--- config.mk ---
export PLATFORM = sky130hd
export DESIGN_NAME = rrsg_stepper
export DESIGN_NICKNAME = d
export VERILOG_FILES = /design/src/sv/rrsg_pkg.sv /design/src/sv/rrsg_stepper.sv
export SDC_FILE = /design/constraint.sdc
export NUM_CORES = 1
export LEC_CHECK = 0
export BUFFER_PORTS_ARGS = -buffer_cell sky130_fd_sc_hd__buf_2
export CAP_MARGIN = 20
export CORE_UTILIZATION = 46
export CTS_CLUSTER_SIZE = 40
export DETAILED_ROUTE_END_ITERATION = 8
export PLACE_DENSITY_LB_ADDON = 0.25
export RECOVER_POWER = 100
export SLEW_MARGIN = 25
export SYNTH_ARGS = -nofsm -noshare
export SYNTH_HDL_FRONTEND = slang
export SYNTH_SLANG_ARGS = --single-unit
--- constraint.sdc ---
create_clock -name clk -period 6.7 [get_ports clk]
set_input_delay 2.01 -clock clk [delete_from_list [all_inputs] [get_ports clk]]
set_output_delay 2.01 -clock clk [all_outputs]
set_load 0.05 [all_outputs]
--- src/sv/rrsg_pkg.sv ---
package rrsg_pkg;

	// sizing of the corner ellipse and the span store
	localparam int MAX_ROWS         = 64;
	localparam int MAX_CORNER_WIDTH = 128;
	localparam int STEP_LIMIT       = 2 * MAX_CORNER_WIDTH + 2 * MAX_ROWS + 16;

	localparam int COORD_W  = 16;
	localparam int ROW_W    = $clog2(MAX_ROWS);
	localparam int H_W      = $clog2(MAX_ROWS + 1);
	localparam int W_W      = $clog2(MAX_CORNER_WIDTH + 1);
	localparam int COL_W    = $clog2(MAX_CORNER_WIDTH / 2 + 2);
	localparam int ITER_W   = $clog2(STEP_LIMIT + 1);
	localparam int ROWCNT_W = $clog2(MAX_ROWS / 2 + STEP_LIMIT + 1);
	// error term grows with the squared radius and the squared step count
	localparam int ACC_W    = 2 * W_W + 2 * ITER_W + 6;

	// request item
	typedef struct packed {
		logic signed [COORD_W-1:0] rect_left;
		logic signed [COORD_W-1:0] rect_top;
		logic signed [COORD_W-1:0] rect_right;
		logic signed [COORD_W-1:0] rect_bottom;
		logic signed [COORD_W-1:0] corner_width;
		logic signed [COORD_W-1:0] corner_height;
	} req_t;

	// result item
	typedef struct packed {
		logic signed [COORD_W-1:0] span_left;
		logic signed [COORD_W-1:0] span_right;
		logic signed [COORD_W-1:0] span_top;
		logic signed [COORD_W-1:0] span_bottom;
		logic                      is_empty;
		logic                      is_last;
	} span_t;

	// kick-off of the ellipse stepper
	typedef struct packed {
		logic               go;
		logic [W_W-1:0]     w;
		logic [H_W-1:0]     h;
		logic [COORD_W-1:0] left;
		logic [COORD_W-1:0] right;
	} rrsg_start_t;

	// span store write from the stepper
	typedef struct packed {
		logic               vld;
		logic [ROW_W-1:0]   addr;
		logic [COORD_W-1:0] left;
		logic [COORD_W-1:0] right;
	} rrsg_wr_t;

	typedef struct packed {
		logic     done;
		rrsg_wr_t wr;
	} rrsg_step_t;

endpackage

--- src/sv/rrsg_stepper.sv ---
module rrsg_stepper import rrsg_pkg::*; (
	input  logic        clk,
	input  logic        arst_n,
	input  rrsg_start_t start,
	output rrsg_step_t  res
);

	localparam logic [2:0] SP_IDLE = 3'd0;
	localparam logic [2:0] SP_SQ   = 3'd1;
	localparam logic [2:0] SP_MUL  = 3'd2;
	localparam logic [2:0] SP_INIT = 3'd3;
	localparam logic [2:0] SP_STEP = 3'd4;

	localparam int SQ_W   = 2 * W_W + 2;
	localparam int PROD_W = 2 * ROW_W + W_W + 2;
	localparam int CMP_W  = W_W + 1;

	logic [2:0]                state_q;
	logic [W_W-1:0]            w_q;
	logic [ROW_W-1:0]          b_q;
	logic [COORD_W-1:0]        left_q;
	logic [COORD_W-1:0]        right_q;
	logic [2*W_W-1:0]          a_sq_q;
	logic [2*ROW_W-1:0]        b_sq_q;
	logic signed [ACC_W-1:0]   sx_q;
	logic signed [ACC_W-1:0]   sy_q;
	logic signed [ACC_W-1:0]   asq_q;
	logic signed [ACC_W-1:0]   bsq_q;
	logic signed [ACC_W-1:0]   err_q;
	logic [COL_W-1:0]          col_q;
	logic [ROWCNT_W-1:0]       row_q;
	logic [ITER_W-1:0]         iter_q;

	logic signed [W_W:0]       a_val;
	logic signed [W_W:0]       one_minus_a;
	logic signed [SQ_W-1:0]    a_sq_full;
	logic signed [PROD_W-1:0]  sx_prod;
	logic signed [ACC_W:0]     e2;
	logic                      cx;
	logic                      cy;
	logic                      run;
	logic signed [ACC_W-1:0]   sx_n;
	logic signed [ACC_W-1:0]   sy_n;
	logic signed [ACC_W-1:0]   err_n;
	logic [COL_W-1:0]          col_n;
	logic [ROWCNT_W-1:0]       row_n;

	// set-up arithmetic: a = w - 1, b = h - 1
	assign a_val       = $signed({1'b0, w_q}) - (W_W+1)'(1);
	assign one_minus_a = (W_W+1)'(2) - $signed({1'b0, w_q});
	assign a_sq_full   = SQ_W'(a_val) * SQ_W'(a_val);
	assign sx_prod     = PROD_W'($signed({1'b0, b_sq_q})) * PROD_W'(one_minus_a);

	// one stepping iteration
	assign e2    = {err_q, 1'b0};
	assign cx    = e2 >= (ACC_W+1)'(sx_q);
	assign cy    = e2 <= (ACC_W+1)'(sy_q);
	assign sx_n  = sx_q + bsq_q;
	assign sy_n  = sy_q + asq_q;
	assign err_n = err_q + (cx ? sx_n : '0) + (cy ? sy_n : '0);
	assign col_n = col_q + COL_W'(cx);
	assign row_n = row_q + ROWCNT_W'(cy);
	assign run   = (iter_q < ITER_W'(STEP_LIMIT)) && (CMP_W'(col_q) <= CMP_W'(w_q >> 1));

	// store writes and completion
	always_comb begin
		res = '0;
		unique case (state_q)
			SP_SQ: begin
				res.wr.vld   = 1'b1;
				res.wr.addr  = row_q[ROW_W-1:0];
				res.wr.left  = left_q;
				res.wr.right = right_q;
			end
			SP_STEP: begin
				if (run) begin
					res.wr.vld   = cy && (row_n < ROWCNT_W'(MAX_ROWS));
					res.wr.addr  = row_n[ROW_W-1:0];
					res.wr.left  = left_q + COORD_W'(col_n);
					res.wr.right = right_q - COORD_W'(col_n);
				end else begin
					res.done = 1'b1;
				end
			end
			default: begin
				res = '0;
			end
		endcase
	end

	// sequencer
	always_ff @(posedge clk or negedge arst_n) begin
		if (!arst_n) begin
			state_q <= SP_IDLE;
		end else begin
			unique case (state_q)
				SP_IDLE: if (start.go) state_q <= SP_SQ;
				SP_SQ:   state_q <= SP_MUL;
				SP_MUL:  state_q <= SP_INIT;
				SP_INIT: state_q <= SP_STEP;
				SP_STEP: if (!run) state_q <= SP_IDLE;
				default: state_q <= SP_IDLE;
			endcase
		end
	end

	// working registers
	always_ff @(posedge clk) begin
		unique case (state_q)
			SP_IDLE: begin
				if (start.go) begin
					w_q     <= start.w;
					b_q     <= ROW_W'(start.h - H_W'(1));
					left_q  <= start.left;
					right_q <= start.right;
					row_q   <= ROWCNT_W'(start.h >> 1);
				end
			end
			SP_SQ: begin
				a_sq_q <= a_sq_full[2*W_W-1:0];
				b_sq_q <= b_q * b_q;
			end
			SP_MUL: begin
				sx_q  <= ACC_W'(sx_prod) <<< 2;
				sy_q  <= b_q[0] ? ($signed(ACC_W'(a_sq_q)) <<< 3)
				                : ($signed(ACC_W'(a_sq_q)) <<< 2);
				asq_q <= $signed(ACC_W'(a_sq_q)) <<< 3;
				bsq_q <= $signed(ACC_W'(b_sq_q)) <<< 3;
			end
			SP_INIT: begin
				err_q  <= sx_q + sy_q + (b_q[0] ? $signed(ACC_W'(a_sq_q)) : '0);
				col_q  <= '0;
				iter_q <= '0;
			end
			SP_STEP: begin
				if (run) begin
					if (cx) sx_q <= sx_n;
					if (cy) sy_q <= sy_n;
					err_q  <= err_n;
					col_q  <= col_n;
					row_q  <= row_n;
					iter_q <= iter_q + ITER_W'(1);
				end
			end
			default: begin
				col_q <= col_q;
			end
		endcase
	end

endmodule

Yosys cells after proc, flatten, opt, wreduce, memory -nomap -nowiden
Cells that the tools add are included.
Operators by class
  reduce and logical (&&, ||, !) cells: 12
  $lt $le $gt $ge: 5
  $add $sub $neg: 14
  equal/unequal tests: 9
  $mul: 3
  multiplexer cells: 26
Operator list (number)
  $mux 40: 7
  $pmux 40 s2: 3
  $add 40x40->40: 3
  $add 40x16->40: 2
  $pmux 39 s2: 1
  $ge 41x40->1: 1
  $le 41x40->1: 1
  $add 40x20->40: 1
  $mux 39: 1
  $pmux 9 s2: 2
  $mux 9: 3
  $mul 13x9->22: 1
  $mux 19: 1
  $add 16x7->16: 1
  $mul 9x9->16: 1
  $mux 16: 1
  $sub 16x7->16: 1
  $pmux 3 s5: 1
  $pmux 7 s2: 1
  $mul 6x6->12: 1
  $ne 2x2->1 const B: 5
  $add 9x1->9: 1
  $add 9x1->9 const B: 1
  $lt 9x7->1 const B: 1
  17 further kinds: 27
Storage, ports and cells
  register bits after elaboration: 250

Longest topological paths before layout
Gate-level depths: netlist (run 1).
  word-level depth: 6
  depth in mapped cells: 28
  mapped depth without buffers: 27

Least setup slack after synthesis (run 1)
No wires, ideal clock.
  path kind: input to register
  start point: input start[47] (netlist bit)
  end point: register row_q[0], enable pin
  buffers on the path: 0
  setup slack: -1129 ps
  arrival: 7504 ps
  stages on the path: 2
  path through: nor4b_1 > or2_2
On the way
  word-level cells in the longest chain between the ends: 2
Ends and longest elaborated chain
  start: declaration: line rrsg_stepper.sv:4  | input rrsg_start_t start,
  $ne 2x2->1 (no line)
  $reduce_and 3->1 (no line)
  end signal: assignment: line rrsg_stepper.sv:116  | row_q <= ROWCNT_W'(start.h >> 1);
  end signal: assignment: line rrsg_stepper.sv:141  | row_q <= row_n;
  end: declaration: line rrsg_stepper.sv:31  | logic [ROWCNT_W-1:0] row_q;
No other way between the ends.
A chain may end at the register's enable or synchronous reset.

==> results of run 1 <==
through the flow:
step | utilization (%) | instance area, µm² | worst slack [ps] | hold slack [ps] | TNS [ps]
finish | 56.4 | 31400 | -880 | 476 | -15610
global route | 56.4 | 31400 | -1130 | 508 | -21620
CTS | 55.6 | 30900 | -746 | 483 | -12050
detailed placement | 52.5 | 29200 | -421 | 450 | -4010
global placement | 52.5 | 29200 | -274 | 462 | -2040
floorplan | - | 26200 | 19.1 | 424 | 0
metal layers:
layer	up-vias	track usage [%]	wire (µm)
met4	0	6.77	1810
met5	-	0	0
li1	10300	-	-
met3	101	2.95	4950
met1	10800	35.9	32800
met2	698	43.8	35900
timing repair:
action	4_1_cts	5_1_grt
setup endpoints to repair	30	56
buffers inserted	28	19
cloned	0	0
gates resized for setup	129	76
pin swaps	36	42
registers in the layout, summed over array words and instances (netlist names), 8 cells and up:
name	count
w_q	8
asq_q	15
left_q	16
err_q	39
sx_q	38
bsq_q	11
b_sq_q	11
right_q	16
sy_q	38
iter_q	9
a_sq_q	15
row_q	9
cell usage after synthesis (all sizes together) (23+ instances only):
library cell,count
inv,336
ha,333
edfxtp,238
nor2,237
nand2,214
a21oi,189
fa,182
xnor2,152
o21ai,142
and2,80
clkbuf,61
xor2,59
nand3,55
a21o,46
nor3,41
and3,37
nor2b,35
nand2b,34
o21bai,30
nand4,28
o21a,24
a211oi,23
final cells by class:
type	count	area share [%]
clock inverter	19	0.479
clock buffer	37	2.55
multi-input combinational	2134	58.0
sequential	241	23.0
timing repair buffer	375	8.89
tap	748	2.98
inverter	336	4.06
kinds of logic (layout without fill, tap and decap cells):
| logic type | after synthesis | in the layout | share of synthesized area (%) |
|---|---|---|---|
| xor gates and xnor gates | 212 | 212 | 7.22 |
| other | 2 | 2 | 0.0288 |
| adders and majority gates | 516 | 516 | 29.9 |
| buffers and inverters | 407 | 767 | 5.89 |
| muxes | 8 | 8 | 0.311 |
| DFF | 241 | 241 | 27.7 |
| and+or+nand+nor | 826 | 826 | 15.4 |
| AOI/OAI and AO/OA | 570 | 570 | 13.6 |
layout by cell type (no fill, tap or decap), types with 8 or more instances in the layout:
cell type,synthesis,layout
buf_4,1,277
nand2b_1,34,33
fa_1,182,180
clkinv_1,0,8
a21o_1,46,45
nand3_1,54,52
o21ai_2,1,9
ha_4,0,14
a31oi_1,16,10
buf_2,4,59
and2_1,79,79
or2_2,11,11
o31ai_1,16,11
nor2b_1,35,32
buf_6,0,30
o21ai_1,2,14
nor2_1,237,233
a21oi_1,187,180
xor2_1,59,55
o211ai_1,14,14
nand2_1,214,213
o21a_1,24,24
xnor2_2,2,8
edfxtp_1,238,238
o21ai_0,139,113
xnor2_1,150,142
clkbuf_16,0,31
or3_1,15,13
o21bai_1,30,29
nor3_1,40,32
ha_1,333,316
nor3_2,1,8
inv_1,335,329
and3_1,37,34
nand4_1,28,28
and4_1,9,8
clkbuf_1,60,11
a211oi_1,23,20
critical path, cell delays in order (launching register included):
cell and delay [ps]:
edfxtp_1 440, ha_4 300, nand4_1 190, nor4_2 290, buf_4 150, o211ai_1 160, o21a_1 220, nand4_1 140
o221ai_4 180, inv_4 140, ha_4 180, ha_4 160, xnor2_4 140, ha_4 240, nor2b_4 130, o21ai_2 120
nand2b_1 100, maj3_2 300, a21o_1 200, a211o_1 300, nor4b_4 330, nand2_1 110, a21oi_2 190, mux2i_4 90
buf_6 160
how the worst max path moves through the flow:
| stage | cells past startpoint | start | end |
|---|---|---|---|
| final | 24 | err_q[31] | res[14] |
| after floorplan | 18 | err_q[13] | res[22] |
| after detailed placement | 23 | err_q[26] | res[15] |
| after global routing | 24 | err_q[31] | res[14] |
| after CTS | 24 | err_q[27] | res[14] |
| after global placement | 22 | err_q[13] | res[15] |
==> out/qor.yml, run 1 <==
fin_ws_ps: -880
synth_cell_types: 86
layout-area-overhead-vs-synth_pct: 20.1
avgSynthCellArea_um2: 9.39
design.die.area_um2: 57700
drive_above_1_share_pct: 18.1
clk_latency_ps: 600
syn-cell-area_um2: 26100
rsz0062_at_grt: "true"
netlist_instances: 2782
clock_skew_ps: 19.4
grt_max_degree: 75
cts_buffers: 30
layout.nets: 3683
grt_usage_pct: 26.2
fp.dieW_um: 240
cts_root_buf: "clkbuf_16"
antenna_left: 0
rr_endpoint: "sx_q[22]"
initial_utilization_pct: 46.9
yosysSeqAreaShare_pct: 27.7
slew_headroom_pct: 36.1
synth_seq_cells: 241
drt_iter0_markers: 1833
worst_slew_pin_slew_ps: 958
drt-wirelength-per-cell_um: 19.4
fmax_ghz: 0.132
whs_endpoint: "asq_q[17]"
dieHeight_um: 240
num_rows: 86
finalNonFillerCells: 3890
cp.arrival_ps: 5570
reg2reg_from: "w_q[1]"
hpwl_mm: 58.9
via_per_inst: 5.63
syn_nets: 3347
cts.clk_slew.worst_paths_ps: 60
min_period_ps: 7580
cts_tree: "built"
setup.worst_path.end_class: "primary output"
worst-r2r-setup-slack_ps: 250
cp.required_ps: 4690
regArea_um2: 7220
gr-total-overflow: 0
post-route-period-util_pct: 113
crit_path_start_kind: "register"
synth_top_area_share_pct: 27.4
io_buffers: 89
critical_path_class: "register to primary output"
h-tree-depth: 1
io_pins: 90
status: "finished, violations left"
cts_hold_buf: 0
path_max_fanout: 4
min_path_type: "register to register"
vias: 21900
fillCellCount: 4815
slew_violations: 0
wl_mm: 75.5
synth.area.top_cells: "edfxtp_1 (27%), ha_1 (16%), fa_1 (14%)"
clock-sinks: 241
violations: "setup timing"
antenna_found_initial: 0
multi_input_area_um2: 18200
dp.cells: 3788
hold_start: "a_sq_q[14]"
synth_edf_count: 238
rr_worst_depth: 24
finalHoldViolations: 0
synthFlopType: "edfxtp_1"
cap_viol_max_count: 0
clockBufferDepth: 3
setup_viol: 27
yosysWarningCount: 0
firstDrtPassIters: 8
diodes: 0
holdPathStages: 0
place.gp.congestion: 0.952
async_reset_ff_share_pct: 1.24
core_um2: 55600
grt_pass1_vias: 22000
synth_area_leader_cell: "edfxtp_1"
grt_first_pass_wirelength_mm: 118
drc: 0
Power of run 1 is left out: the tool's default activity adds up to more than one toggle a clock period on the data nets, which glitch-free logic cannot reach.
==> run 2: changes to the inputs <==
--- a/config.mk
+++ b/config.mk
@@ -12,6 +12,8 @@
 export DETAILED_ROUTE_END_ITERATION = 8
 export PLACE_DENSITY_LB_ADDON = 0.25
 export RECOVER_POWER = 100
+export SETUP_SLACK_MARGIN = 0.5
+export SKIP_CTS_REPAIR_TIMING = 1
 export SLEW_MARGIN = 25
 export SYNTH_ARGS = -nofsm -noshare
 export SYNTH_HDL_FRONTEND = slang
==> run 2 against run 1 <==
  * Maximum frequency rose by 1.6%
  * Critical path depth did not move
  * The run ends with capacitance limit, slew limit, setup timing left
  * Hold slack better by 2.1 ps
  * Sequential cell count unchanged
  * First-iteration DRC count shrank 16%
  * Clock-buffer cell count fell by 4
  * Core utilization grew 2.3 points
  * Worst setup slack improved by 120 ps
  * Critical path type unchanged
  * Wire length increased by 5.0%
  * Via count up 0.90%
  * Largest cell class unchanged
==> out/qor.yml, run 2 (synthesized netlist as in run 1, its figures left out) <==
met3_usage_pct: 2.46  # -0.49 points
clockBufferDepth: 3  # unchanged
slew_violations: 162  # +162
crit_path_start_kind: "register"
whs_endpoint: "asq_q[14]"
via_per_inst: 5.61  # -0.36%
hpwl_mm: 61.3  # +4.1%
vias: 22100  # +0.90%
fmax_ghz: 0.134  # +1.6%
post-route-period-util_pct: 111  # -1.8 points
gr-total-overflow: 0  # unchanged
io_pins: 90  # unchanged
clk_latency_ps: 600  # about the same
rr_endpoint: "sx_q[38]"
drt_iter0_markers: 1533  # -16%
setup_viol: 21  # -22%
most-common-layout-cells: "inv_1 (319), buf_4 (307), ha_1 (302)"
drc: 0  # unchanged
grt_max_degree: 72  # -4.0%
holdPathStages: 0  # unchanged
gr-usage-met2_pct: 45.7  # +1.9 points
dieHeight_um: 240  # unchanged
cp.required_ps: 4690  # about the same
status: "finished, violations left"
cp.arrival_ps: 5450  # -120 ps
fp.dieW_um: 240  # unchanged
io_buffers: 89  # unchanged
path_max_fanout: 4  # unchanged
diodes: 0  # unchanged
cap_viol_max_count: 4  # +4
cts_buffers: 30  # unchanged
top_register: "err_q"
drt-wirelength-per-cell_um: 20.1  # +3.7%
design.die.area_um2: 57700  # unchanged
num_rows: 86  # unchanged
violations: "capacitance limit, slew limit, setup timing"
critical_path_class: "register to primary output"
use_met1_pct: 35.2  # -0.74 points
layout.nets: 3733  # +1.4%
rsz0062_at_grt: "true"
place.gp.congestion: 0.984  # +3.3%
largest_register_ffs: 39  # unchanged
cts_tree: "built"
core_um2: 55600  # unchanged
layout-area-overhead-vs-synth_pct: 25.1
drive_above_1_share_pct: 22.8  # +4.7 points
grt_usage_pct: 26.6  # +0.42 points
min_path_type: "register to register"
antenna_found_initial: 0  # unchanged
slew_headroom_pct: -141  # -180 points
firstDrtPassIters: 5  # -3
min_period_ps: 7460  # -122 ps
initial_utilization_pct: 46.9  # unchanged
final_common_cell: "inv_1"
grt_busiest_layer: "met2"
fin_ws_ps: -758  # +122 ps
setup.worst_path.end_class: "primary output"
h-tree-depth: 1  # unchanged
wl_mm: 79.2  # +5.0%
worst_slew_pin_slew_ps: 3620  # +2660 ps
top_regs: "err_q (39), sx_q (38), sy_q (38)"
rr_worst_depth: 26  # +8.3%
clock-sinks: 241  # unchanged
hold_start: "a_sq_q[11]"
clock_skew_ps: 14.2  # -5.26 ps
finalHoldViolations: 0  # unchanged
antenna_left: 0  # unchanged
place_ws_ps: -321  # +100 ps
cts_root_buf: "clkbuf_16"
grt_first_pass_wirelength_mm: 120  # +1.7%
reg2reg_from: "w_q[0]"
cts.clk_slew.worst_paths_ps: 60  # about the same
grt_pass1_vias: 22400  # +1.8%
worst-r2r-setup-slack_ps: 180  # -70 ps
## run 2: worst max-delay path by stage
stage | cells past startpoint | slack, ps | endpoint | start
finish | 24 | -760 | res[14] | err_q[26]
detailed placement | 23 | -320 | res[14] | err_q[13]
floorplan | 20 | 60 | res[14] | err_q[13]
CTS | 23 | -980 | res[14] | err_q[13]
global route | 24 | -930 | res[14] | err_q[26]
global placement | 23 | -240 | res[14] | err_q[13]
## run 2: metrics by stage
stage / area (µm²) / hold slack, ps / cells / setup TNS [ps] / utilization, %
global placement: 29800 / 450 / 3835 / -704 / 53.5
global route: 32700 / 493 / 3939 / -12600 / 58.7
CTS: 30800 / 482 / 3890 / -14000 / 55.4
detailed placement: 29800 / 464 / 3835 / -1500 / 53.5
finish: 32700 / 478 / 3939 / -8660 / 58.7
floorplan: 26400 / 424 / 2782 / 0 / -
## run 2: final cells by class
cell class / instances / area, µm²
fillers: 4763 / 23000
repair buffers: 425 / 3310
clock buffers: 33 / 762
clock inverters: 22 / 248
well taps: 748 / 936
multi-input cells: 2134 / 18900
inverters: 336 / 1260
flip-flops and latches: 241 / 7220
## run 2: worst max-delay path, cell delays in order (launching register included)
cell and delay (ps):
edfxtp_1 440, ha_4 300, nand4_1 170, nor4_1 270, buf_4 160, o211ai_1 110, a211oi_1 200, buf_4 160
o221ai_4 120, inv_4 140, ha_4 170, ha_4 170, xnor2_4 130, ha_4 220, nor2b_1 130, o21ai_1 150
nand2b_1 110, maj3_2 310, a21o_1 180, a211o_4 380, nor4b_4 320, nand2_1 100, a21oi_2 180, mux2i_4 90
buf_6 160
## run 2: layer usage
metal	share of wire, %	up-vias
met5	0	-
met4	3.4	0
met3	4.5	145
met2	49	605
met1	43	11000
li1	-	10400
Power of run 2 is left out for the same reason.
==> run 3: changes to the inputs <==
--- a/config.mk
+++ b/config.mk
@@ -7,6 +7,8 @@
 export LEC_CHECK = 0
 export BUFFER_PORTS_ARGS = -buffer_cell sky130_fd_sc_hd__buf_2
 export CAP_MARGIN = 20
+export CELL_PAD_IN_SITES_DETAIL_PLACEMENT = 0
+export CELL_PAD_IN_SITES_GLOBAL_PLACEMENT = 1
 export CORE_UTILIZATION = 46
 export CTS_CLUSTER_SIZE = 40
 export DETAILED_ROUTE_END_ITERATION = 8
==> run 3 against run 2 <==
  * The flow finishes with violations (setup timing)
  * Non-clock buffer count is 32 lower
  * Global-route usage is 0.28 points lower
  * Critical path type unchanged
  * Final cell count is 0.89% lower
  * Critical endpoint is now res[12]
  * Core utilization hardly changed
  * Largest cell class unchanged
==> out/qor.yml, run 3 (synthesized netlist as in run 1, its figures left out) <==
drt_iter0_markers: 1457  # -5.0%
cts.clk_slew.worst_paths_ps: 70  # about the same
place_ws_ps: -375  # -54.2 ps
h-tree-depth: 1  # unchanged
layout.nets: 3699  # -0.91%
min_period_ps: 7370  # -85.1 ps
place.gp.congestion: 0.945  # -4.0%
cts_tree: "built"
cts_root_buf: "clkbuf_16"
design.die.area_um2: 57700  # unchanged
io_buffers: 89  # unchanged
initial_utilization_pct: 46.9  # unchanged
min_path_type: "register to register"
critical_path_class: "register to primary output"
regArea_um2: 7220  # unchanged
finalNonFillerCells: 3904  # -0.89%
grt_usage_pct: 26.3  # -0.28 points
core_um2: 55600  # unchanged
crit_path_start_kind: "register"
cap_viol_max_count: 0  # -4
dieHeight_um: 240  # unchanged
setup_viol: 20  # -4.8%
violations: "setup timing"
layout-area-overhead-vs-synth_pct: 25.0  # about the same
antenna_found_initial: 0  # unchanged
most-common-layout-cells: "inv_1 (315), ha_1 (286), buf_4 (274)"
fin_ws_ps: -673  # +85.1 ps
gr-total-overflow: 0  # unchanged
slew_violations: 0  # -100%
clockBufferDepth: 3  # unchanged
critPathTopFamily: "compound AO/OA/AOI/OAI gates"
diodes: 0  # unchanged
top_register: "err_q"
wl_mm: 78.0  # -1.5%
cp_slowest_cell: "edfxtp_1"
crit_path_frequent_cell: "buf_4"
path_max_fanout: 3  # -1
cpPeakStageDelay_ps: 440  # about the same
fp.dieW_um: 240  # unchanged
worst_slew_pin_slew_ps: 1040  # -2580 ps
cp.required_ps: 4690  # about the same
fmax_ghz: 0.136  # +1.2%
clk_latency_ps: 580  # -20 ps
post-route-period-util_pct: 110  # -1.3 points
final_common_cell: "inv_1"
vias: 21600  # -2.4%
antenna_left: 0  # unchanged
clock-sinks: 241  # unchanged
fillCellCount: 4760  # -0.063%
drive_above_1_share_pct: 23.2  # +0.47 points
largest_register_ffs: 39  # unchanged
cts_buffers: 28  # -6.7%
io_pins: 90  # unchanged
setup.worst_path.end_class: "primary output"
via_per_inst: 5.53  # -1.5%
status: "finished, violations left"
drt-wirelength-per-cell_um: 20.0  # -0.62%
top_regs: "err_q (39), sx_q (38), sy_q (38)"
clock_skew_ps: 24.7  # +10.5 ps
num_rows: 86  # unchanged
cp.arrival_ps: 5360  # -90 ps
firstDrtPassIters: 5  # unchanged
slew_headroom_pct: 30.7  # +170 points
grt_pass1_vias: 21800  # -2.5%
crit_chain: "ha_4 > nand4_1 > nor4_2 > o211ai_1 > a211oi_1 > buf_4 > o221ai_4 > inv_4 > ha_4 > buf_4 > nand3_2 > xor2_2 > ha_1 > o21ai_1 > nand2b_1 > maj3_2 > a21o_1 > a211o_1 > nor4b_4 > buf_4 > nor3b_2 > a21o_4 > buf_6"
finalHoldViolations: 0  # unchanged
path_buf_inv: 5  # +1
hpwl_mm: 60.8  # -0.93%
multi_input_area_um2: 19300  # +1.8%
drc: 0  # unchanged
rsz0062_at_grt: "true"
dp.cells: 3789  # -1.2%
grt_first_pass_wirelength_mm: 118  # -1.5%
grt_max_degree: 71  # -1.4%
[run 3: layer usage]
metal,track usage [%],share of wire [%],up-vias
met2,44.9,49,498
met1,35.2,44,10600
met3,2.93,4.1,119
met4,7.12,2.5,0
met5,0,0,-
li1,-,-,10300
[run 3: worst paths after layout]
kind	from	end	slack, ps	cells after the start
setup / recovery	err_q[29]	res[12]	-670	23
hold / removal	a_sq_q[12]	asq_q[15]	460	0
setup reg to reg	err_q[11]	err_q[39]	430	27
hold reg to reg	a_sq_q[12]	asq_q[15]	460	0
max in group asynchronous	arst_n	state_q[0]	5310	1
min in group asynchronous	arst_n	state_q[1]	1240	1
[run 3: cell type report]
type | count | share of cell area, %
Multi-Input combinational cell | 2134 | 59.0
Clock buffer | 41 | 2.42
Tap cell | 748 | 2.87
Sequential cell | 241 | 22.1
Inverter | 336 | 3.88
Timing Repair Buffer | 393 | 9.41
Clock inverter | 11 | 0.322
[run 3: stage by stage]
step                      hold WS [ps]  cell area (µm²)  utilization, %  TNS (ps)
after detailed placement           467            29400            52.9     -2390
after global placement             453            29400            52.9      -862
after global routing               480            32700            58.7    -12320
after floorplan                    424            26400               -         0
after CTS                          471            30300            54.5    -15210
final                              459            32700            58.7     -7650
Power of run 3 is left out for the same reason.
